==> config.mk <==
export PLATFORM = sky130hd
export DESIGN_NAME = signed_int_to_decimal_ascii_unit
export DESIGN_NICKNAME = d
export VERILOG_FILES = /design/src/rtl/core/sitda_pkg.sv /design/src/rtl/core/signed_int_to_decimal_ascii_unit.sv
export SDC_FILE = /design/constraint.sdc
export NUM_CORES = 1
export LEC_CHECK = 0
export BUFFER_PORTS_ARGS = -buffer_cell sky130_fd_sc_hd__buf_4
export CAP_MARGIN = 20
export CORE_MARGIN = 2
export CORE_UTILIZATION = 40
export CTS_CLUSTER_SIZE = 12
export DETAILED_ROUTE_END_ITERATION = 8
export PLACE_DENSITY = 0.63
export SLEW_MARGIN = 0
export SYNTH_ARGS = -nofsm -noshare
export SYNTH_HDL_FRONTEND = slang
export SYNTH_SLANG_ARGS = --single-unit
==> constraint.sdc <==
create_clock -name clock -period 13.91 [get_ports clock]
set_input_delay 2.782 -clock clock [delete_from_list [all_inputs] [get_ports clock]]
set_output_delay 2.782 -clock clock [all_outputs]
set_load 0.05 [all_outputs]
==> src/rtl/core/sitda_pkg.sv <==
// sitda_pkg: shared types and constants of the signed integer to decimal ASCII unit.
// Depends on nothing; imported by signed_int_to_decimal_ascii_unit and decimal_text_checker.
package sitda_pkg;

   // Sequencer states, one-hot
   typedef enum logic [4:0] {
      ST_IDLE = 5'b00001,
      ST_CONV = 5'b00010,
      ST_SKIP = 5'b00100,
      ST_SIGN = 5'b01000,
      ST_EMIT = 5'b10000
   } state_type;

   localparam logic [7:0] ASCII_ZERO  = 8'h30;
   localparam logic [7:0] ASCII_MINUS = 8'h2D;
   localparam logic [3:0] BCD_FIVE    = 4'd5;
   localparam logic [3:0] BCD_THREE   = 4'd3;

endpackage

==> src/rtl/core/signed_int_to_decimal_ascii_unit.sv <==
// signed_int_to_decimal_ascii_unit: signed integer to decimal ASCII text, one character a word.
// Depends on sitda_pkg (state type, ASCII and BCD constants).
//
//  channel  direction  ports                          word contents
//  req      in         req_tvalid/tready/tdata        value (VALUE_BITS, signed)
//  rsp      out        rsp_tvalid/tready/tdata/tlast  character (8 bits), last in tlast
//
// Steps: take the word, VALUE_BITS shift-and-add-3 steps of the shared
// BCD unit (double dabble), one skip step per leading zero digit plus one to
// leave the skip state, one step for the sign when negative, then one per digit sent.
// Reset clears the sequencer and rsp_tvalid; data registers are not reset.
// A stall on rsp holds the sequencer in its sign or emit state; req_tready is
// high only in idle, which may overlap the last character still waiting.
module signed_int_to_decimal_ascii_unit #(
   parameter int VALUE_BITS = 32
) (
   input  logic                                clock,
   input  logic                                reset,
   input  logic                                req_tvalid,
   output logic                                req_tready,
   // tdata: [VALUE_BITS-1:0] value, zero-filled to whole bytes
   input  logic [8*((VALUE_BITS+7)/8)-1:0]     req_tdata,
   output logic                                rsp_tvalid,
   input  logic                                rsp_tready,
   // tdata: [7:0] character
   output logic [7:0]                          rsp_tdata,
   output logic                                rsp_tlast
);
   import sitda_pkg::*;

   // decimal digits needed for a VALUE_BITS magnitude (1233/4096 ~ log10 2)
   localparam int DIGITS = (VALUE_BITS * 1233) / 4096 + 1;
   localparam int BCD_W  = 4 * DIGITS;
   localparam int CNT_W  = $clog2(VALUE_BITS + 1);
   localparam int DIG_W  = $clog2(DIGITS + 1);

   state_type              state_ff, state_in;
   logic [VALUE_BITS-1:0]  mag_ff, mag_in;
   logic [BCD_W-1:0]       bcd_ff, bcd_in;
   logic [BCD_W-1:0]       bcd_adj;
   logic [CNT_W-1:0]       cnt_ff, cnt_in;
   logic [DIG_W-1:0]       dig_left_ff, dig_left_in;
   logic                   neg_ff, neg_in;
   logic                   out_valid_ff, out_valid_in;
   logic [7:0]             out_char_ff, out_char_in;
   logic                   out_last_ff, out_last_in;

   logic [VALUE_BITS-1:0]  raw;
   logic [3:0]             top_digit;
   logic                   slot_free;
   logic                   last_digit;

   assign raw        = req_tdata[VALUE_BITS-1:0];
   assign top_digit  = bcd_ff[BCD_W-1 -: 4];
   assign slot_free  = !out_valid_ff || rsp_tready;
   assign last_digit = (dig_left_ff == DIG_W'(1));

   assign req_tready = (state_ff == ST_IDLE);
   assign rsp_tvalid = out_valid_ff;
   assign rsp_tdata  = out_char_ff;
   assign rsp_tlast  = out_last_ff;

   // shared unit: add 3 to every BCD digit of 5 or more (digits independent)
   always_comb begin
      for (int i = 0; i < DIGITS; i++) begin
         if (bcd_ff[4*i +: 4] >= BCD_FIVE) begin
            bcd_adj[4*i +: 4] = bcd_ff[4*i +: 4] + BCD_THREE;
         end else begin
            bcd_adj[4*i +: 4] = bcd_ff[4*i +: 4];
         end
      end
   end

   always_comb begin
      state_in     = state_ff;
      mag_in       = mag_ff;
      bcd_in       = bcd_ff;
      cnt_in       = cnt_ff;
      dig_left_in  = dig_left_ff;
      neg_in       = neg_ff;
      out_valid_in = out_valid_ff && !rsp_tready;
      out_char_in  = out_char_ff;
      out_last_in  = out_last_ff;

      case (state_ff)
         ST_IDLE: begin
            if (req_tvalid) begin
               neg_in   = raw[VALUE_BITS-1];
               // most negative value wraps to 2^(VALUE_BITS-1), exact as unsigned
               mag_in   = raw[VALUE_BITS-1] ? (~raw + VALUE_BITS'(1)) : raw;
               bcd_in   = '0;
               cnt_in   = CNT_W'(VALUE_BITS);
               state_in = ST_CONV;
            end
         end
         ST_CONV: begin
            bcd_in = {bcd_adj[BCD_W-2:0], mag_ff[VALUE_BITS-1]};
            mag_in = {mag_ff[VALUE_BITS-2:0], 1'b0};
            cnt_in = cnt_ff - CNT_W'(1);
            if (cnt_ff == CNT_W'(1)) begin
               dig_left_in = DIG_W'(DIGITS);
               state_in    = ST_SKIP;
            end
         end
         ST_SKIP: begin
            // drop leading zeros, keep at least one digit
            if ((top_digit == 4'd0) && !last_digit) begin
               bcd_in      = {bcd_ff[BCD_W-5:0], 4'd0};
               dig_left_in = dig_left_ff - DIG_W'(1);
            end else if (neg_ff) begin
               state_in = ST_SIGN;
            end else begin
               state_in = ST_EMIT;
            end
         end
         ST_SIGN: begin
            if (slot_free) begin
               out_valid_in = 1'b1;
               out_char_in  = ASCII_MINUS;
               out_last_in  = 1'b0;
               state_in     = ST_EMIT;
            end
         end
         ST_EMIT: begin
            if (slot_free) begin
               out_valid_in = 1'b1;
               out_char_in  = ASCII_ZERO + {4'd0, top_digit};
               out_last_in  = last_digit;
               bcd_in       = {bcd_ff[BCD_W-5:0], 4'd0};
               dig_left_in  = dig_left_ff - DIG_W'(1);
               if (last_digit) begin
                  state_in = ST_IDLE;
               end
            end
         end
         default: begin
            state_in = ST_IDLE;
         end
      endcase
   end

   always_ff @(posedge clock) begin
      if (reset) begin
         state_ff     <= ST_IDLE;
         out_valid_ff <= 1'b0;
      end else begin
         state_ff     <= state_in;
         out_valid_ff <= out_valid_in;
      end
      mag_ff      <= mag_in;
      bcd_ff      <= bcd_in;
      cnt_ff      <= cnt_in;
      dig_left_ff <= dig_left_in;
      neg_ff      <= neg_in;
      out_char_ff <= out_char_in;
      out_last_ff <= out_last_in;
   end

endmodule

==> results of run 1 <==
-- routing by layer --
metal	wire (um)	vias up	global-route usage, %
met4	136	0	4.55
li1	-	2137	-
met1	5370	1990	19.7
met5	0	-	0
met2	5200	79	25.4
met3	492	10	4.49
-- through the flow --
step           instances  utilization (%)  power [W]
6_report             800             47.0   0.000823
5_1_grt              800             47.0   0.000868
4_1_cts              800             47.0   0.000830
3_5_place_dp         784             44.7   0.000562
3_3_place_gp         784             44.7   0.000554
2_1_floorplan        581                -   0.000515
-- report_power, final --
part	switching (W)	leakage, nW	total (W)	internal (W)
sequential	0.0000304	0.929	0.000394	0.000363
clock	0.000105	0.157	0.000267	0.000162
combinational	0.0000970	1.27	0.000162	0.0000654
-- layout by cell type, fill, tap and decap left out, types with 4 or more instances in the layout --
| cell type | n |
|---|---|
| buf_4 | 48 |
| edfxtp_1 | 89 |
| o31ai_2 | 4 |
| nand2b_1 | 19 |
| xor2_1 | 34 |
| inv_1 | 28 |
| nor3b_1 | 15 |
| xnor2_1 | 16 |
| ha_1 | 26 |
| nand2_1 | 74 |
| o41ai_2 | 7 |
| dfxtp_1 | 6 |
| o21ai_0 | 57 |
| nor2b_1 | 5 |
| nand3b_1 | 5 |
| a21oi_1 | 45 |
| o21ai_1 | 19 |
| nor2_1 | 39 |
| o31ai_1 | 13 |
| or3_1 | 8 |
| or4_1 | 4 |
| clkbuf_16 | 9 |
| nor3_1 | 8 |
-- cells by family (layout without fill, tap and decap cells) --
family                     Yosys count  in the layout
and+or+nand+nor                    195            195
AOI/OAI and AO/OA                  156            156
DFF                                 95             95
buffers and inverters               53             92
xor gates and xnor gates            50             50
adders and majority gates           26             26
muxes                                3              3
other                                2              3
-- path summary, 6_finish.rpt --
kind / slack, ps / to / startpoint
worst max-delay path: 9350 / mag_ff[29] / req_tdata[6]
worst min-delay path: 520 / mag_ff[31] / mag_ff[30]
worst max register to register: 11260 / mag_ff[25] / state_ff[3]
worst min register to register: 520 / mag_ff[31] / mag_ff[30]
-- sequential cells by signal (all words and copies together) (netlist names) --
signal       flops
bcd_ff          40
mag_ff          32
cnt_ff           6
rsp_tdata        5
state_ff         5
dig_left_ff      4
neg_ff           1
rsp_tlast        1
rsp_tvalid       1
-- final cells by class --
cell class,count,area [um^2]
fillers,1290,7390
flip-flops and latches,95,2790
multi-input cells,433,2750
repair buffers,48,360
clock buffers,12,246
well taps,180,225
inverters,28,105
clock inverters,4,70.1
-- tightest hold or removal path, delay by kind of cell (launching register included) --
kind / cells / cell delay [ps]
simple gates: 2 / 90
flops: 1 / 320
==> qor.yml, run 1 <==
worstPathArrival_ps: 4640
grt_overflow: 0
yosys.area_share.simple_pct: 17.0
drive_gt1_share_pct: 13.1
crit_fanout: 7
critical_path_class: "in2reg"
tightestPinTransition_ps: 616
fmax_ghz: 0.219
path_buf_inv: 1
cp_data_required_time_ps: 13990
synth_top_family_by_area: "simple AND/OR/NAND/NOR gates"
first_pass_iters: 4
drtAntennaViolNets: 0
synthFlopType: "edfxtp_1"
via_count: 4216
critPathMaxStageDelay_ps: 640
clock_path_buffers: 2
wl_per_cell_um: 14.0
p_leak_nw: 2.36
synthMuxAreaShare_pct: 0.523
rsz0062_at_grt: "no"
tritoncts: "done"
status: "complete, no violations"
synth_xor_area_share_pct: 7.63
fin_ws_ps: 9350
slew_viol_final: 0
final_hold_viol_count: 0
crit_chain: "buf_4 > or4_1 > or4_4 > o41ai_2 > xor2_1 > o21ai_1"
antenna_found_initial: 0
initial_core_util_pct: 41.2
maxCapViolCount: 0
startpoint_type: "primary input"
syn_to_final_growth_pct: 14.1
routed_wl_um: 11200
num_rows: 43
hold_ws_ps: 520
grt_pass1_wl_um: 18700
viasPerCell: 5.27
dp_hpwl_um: 7520
yosysMostFrequentCell: "edfxtp_1"
root_buffer: "clkbuf_16"
cts_setup_buffers: 0
syn_inst: 580
die-height_um: 124
finalWeightedCongestion: 0.843
synth_commonest_cells: "edfxtp_1, nand2_1, o21ai_0"
slew_headroom_pct: 58.9
synthDominantCellAreaShare_pct: 46.6
setup_tns_ps: 0
final_nets: 677
cts_buffers: 9
cp-end-kind: "flop"
grt_pass1_vias: 4146
syn_avg_cell_area_um2: 9.90
finalSetupViolCount: 0
min_delay_path_depth: 2
yosysUniqueCellTypes: 45
synthAdderAreaFrac_pct: 5.67
clk_latency_ps: 350
portBuffers: 43
cp.depth: 6
num_io_pins: 47
yosysSeqAreaShare_pct: 48.7
ctsHoldBuffers: 0
holdCritPathClass: "reg2reg"
grtUsageTotal_pct: 15.4
layout_min_cycle_time_ps: 4560
async_reset_ff_share_pct: 0
preCtsSetupSlack_ps: 8990
core-area_mm2: 0.0139
clock_skew_ps: 4.08
yosysTopAreaCell: "edfxtp_1"
timing.final.crit_share_pct: 32.8
cts_max_level: 3
synth.area.top_cells: "edfxtp_1, ha_1, xor2_1, o21ai_0, nand2_1"
cp_slowest_cell: "or4_1"
cts-resized-gates: 0
synth_edf_count: 89
syn-cell-area_mm2: 0.00574
drt_first_iter_violations: 271
clock_sinks: 95
critPathTopFamily: "simple AND/OR/NAND/NOR gates"
drc_errors: 0
dieArea_mm2: 0.0153
clk_pin_slew_ps: 60
synth_compound_area_share_pct: 16.6
diodes: 0
synth_seq_cells: 95
dieWidth_um: 124
design_area_mm2: 0.00655
ir_drop_mv: 0.0716
p_per_area_mw_per_mm2: 126
rr_worst_depth: 5
yosysWarnings: 0
grt_max_degree: 62
dpl_cell_area_mm2: 0.00623
Power figures use the tool's default switching activity.
==> inputs of run 2 (changes only) <==
Settings changed: ABC_AREA set to 1, PLACE_DENSITY 0.63 to 0.65.
Clock period 13.91 ns to 3.7 ns, I/O delays scaled along.
==> run 2 against run 1 <==
Die area up 6.3%. Flip-flop and latch count did not move. Combinational power grew to 8.4 times the previous value. Highest routed layer unchanged. Final cell count is 19% higher. First-iteration DRC count grew 25%. Register-to-register slack worse by 10000 ps. Utilization fell by 1.4 points. Area after synthesis grew 6.5%. Clock power rose to 3.8 times the previous value. Non-clock buffer count down 1. Clock skew increased by 2.6 ps.
==> qor.yml, run 2 <==
status: "complete, no violations"
synth_commonest_cells: "nand2_1, inv_1, nor2_1"
wl_per_cell_um: 12.9
drive_gt1_share_pct: 13.2
startpoint_type: "flop"
mostFrequentLayoutCells: "nand2_1, inv_1, nor2_1"
dieWidth_um: 128
preCtsSetupSlack_ps: 1270
utilization_pct: 45.5
clock_path_buffers: 2
synthFlopType: "edfxtp_1"
antenna_found_initial: 0
viasPerCell: 5.03
cts-resized-gates: 0
clock_skew_ps: 6.66
holdCritPathClass: "reg2reg"
cp-end-kind: "flop"
num_rows: 45
rsz0062_at_grt: "no"
routed_wl_um: 12300
regMostFlops: "bcd_ff"
via_count: 4797
root_buffer: "clkbuf_16"
hold_ws_ps: 525
syn-cell-area_mm2: 0.00611
syn_avg_cell_area_um2: 8.46
ir_drop_mv: 0.290
first_pass_iters: 5
portBuffers: 43
largest_register_ffs: 40
yosysSeqAreaShare_pct: 45.7
p_leak_nw: 2.89
final_hold_viol_count: 0
slew_viol_final: 0
slew_headroom_pct: 47.8
crit_fanout: 50
syn_to_final_growth_pct: 12.4
cts_setup_buffers: 0
num_io_pins: 47
die-height_um: 128
tightestPinTransition_ps: 783
synth_edf_count: 89
grt_pass1_wl_um: 21200
clock_sinks: 95
cts_max_level: 3
maxCapViolCount: 0
drt_first_iter_violations: 338
yosysMostFrequentCell: "nand2_1"
fin_ws_ps: 1310
critical_path_class: "reg2reg"
top_regs: "bcd_ff (40), mag_ff (32), cnt_ff (6)"
fmax_ghz: 0.418
final_common_cell: "nand2_1"
finalSetupViolCount: 0
syn_inst: 723
yosysWarnings: 0
diodes: 0
final_nets: 822
layout_min_cycle_time_ps: 2390
yosysUniqueCellTypes: 40
timing.final.crit_share_pct: 64.6
grt_overflow: 0
p_per_area_mw_per_mm2: 612
grtUsageTotal_pct: 16.0
ctsHoldBuffers: 0
drtAntennaViolNets: 0
async_reset_ff_share_pct: 0
drc_errors: 0
synthDominantCellAreaShare_pct: 43.7
finalWeightedCongestion: 0.872
synth_seq_cells: 95
worstPathArrival_ps: 2370
yosysTopAreaCell: "edfxtp_1"
setup_tns_ps: 0
dp_hpwl_um: 8680
clk_latency_ps: 350
cp_data_required_time_ps: 3680
synth.area.top_cells: "edfxtp_1, nand2_1, o21ai_0, inv_1, nor2_1"
core-area_mm2: 0.0151
cts_buffers: 9
grt_pass1_vias: 4656
dieArea_mm2: 0.0163
tritoncts: "done"
grt_max_degree: 65
initial_core_util_pct: 40.5
clk_pin_slew_ps: 60
==> run 2: final cells by class <==
class	instances	area, um^2
inverter	97	364
multi-input combinational	510	2800
clock inverter	5	81.3
fill	1502	8220
clock buffer	11	243
sequential	95	2790
timing repair buffer	47	353
tap	188	235
==> run 2: final timing paths <==
check              startpoint         end  slack [ps]  cells past startpoint
setup reg to reg  state_ff[2]  bcd_ff[37]        1310                      7
hold / removal     mag_ff[21]  mag_ff[22]         520                      2
hold reg to reg    mag_ff[21]  mag_ff[22]         520                      2
setup / recovery  state_ff[2]  bcd_ff[37]        1310                      7
==> run 2: kinds of logic (layout without fill, tap and decap cells) <==
| kind of cell | after synthesis | count (layout) | share of synthesized area [%] |
|---|---|---|---|
| XOR/XNOR | 20 | 20 | 2.87 |
| adder cells (fa/ha/maj) | 26 | 26 | 5.32 |
| other | 2 | 3 | 0.123 |
| AO/OA/AOI/OAI | 139 | 139 | 14.3 |
| flip-flops | 95 | 95 | 45.7 |
| buffers and inverters | 119 | 160 | 8.74 |
| AND/OR/NAND/NOR | 322 | 322 | 22.9 |
==> run 2: per-stage QoR <==
stage	power (W)	instance area, um^2	instances
floorplan	0.00286	6120	724
global placement	0.00319	6550	937
detailed placement	0.00322	6550	937
CTS	0.00424	6870	953
global route	0.00452	6870	953
finish	0.00420	6870	953
==> run 2: power by group <==
group	switching [W]	internal, W	leakage (nW)
Sequential	0.000212	0.00163	0.904
Clock	0.000396	0.000611	0.156
Combinational	0.000945	0.000413	1.83
==> run 2: worst max-delay path, stage by stage, from the launching register on <==
cell      delay [ps]
dfxtp_1          360
nor2_4           200
nand3_2          110
inv_2             50
buf_4            410
nor2_1           170
a211oi_4         220
buf_4            480
==> run 2: metal layers <==
layer	vias to the layer above	share of wire [%]	GRT usage [%]
li1	2492	-	-
met1	2201	50	21.7
met2	90	45	25.8
met3	14	4.5	3.94
met4	0	1.1	4.01
met5	-	0	0
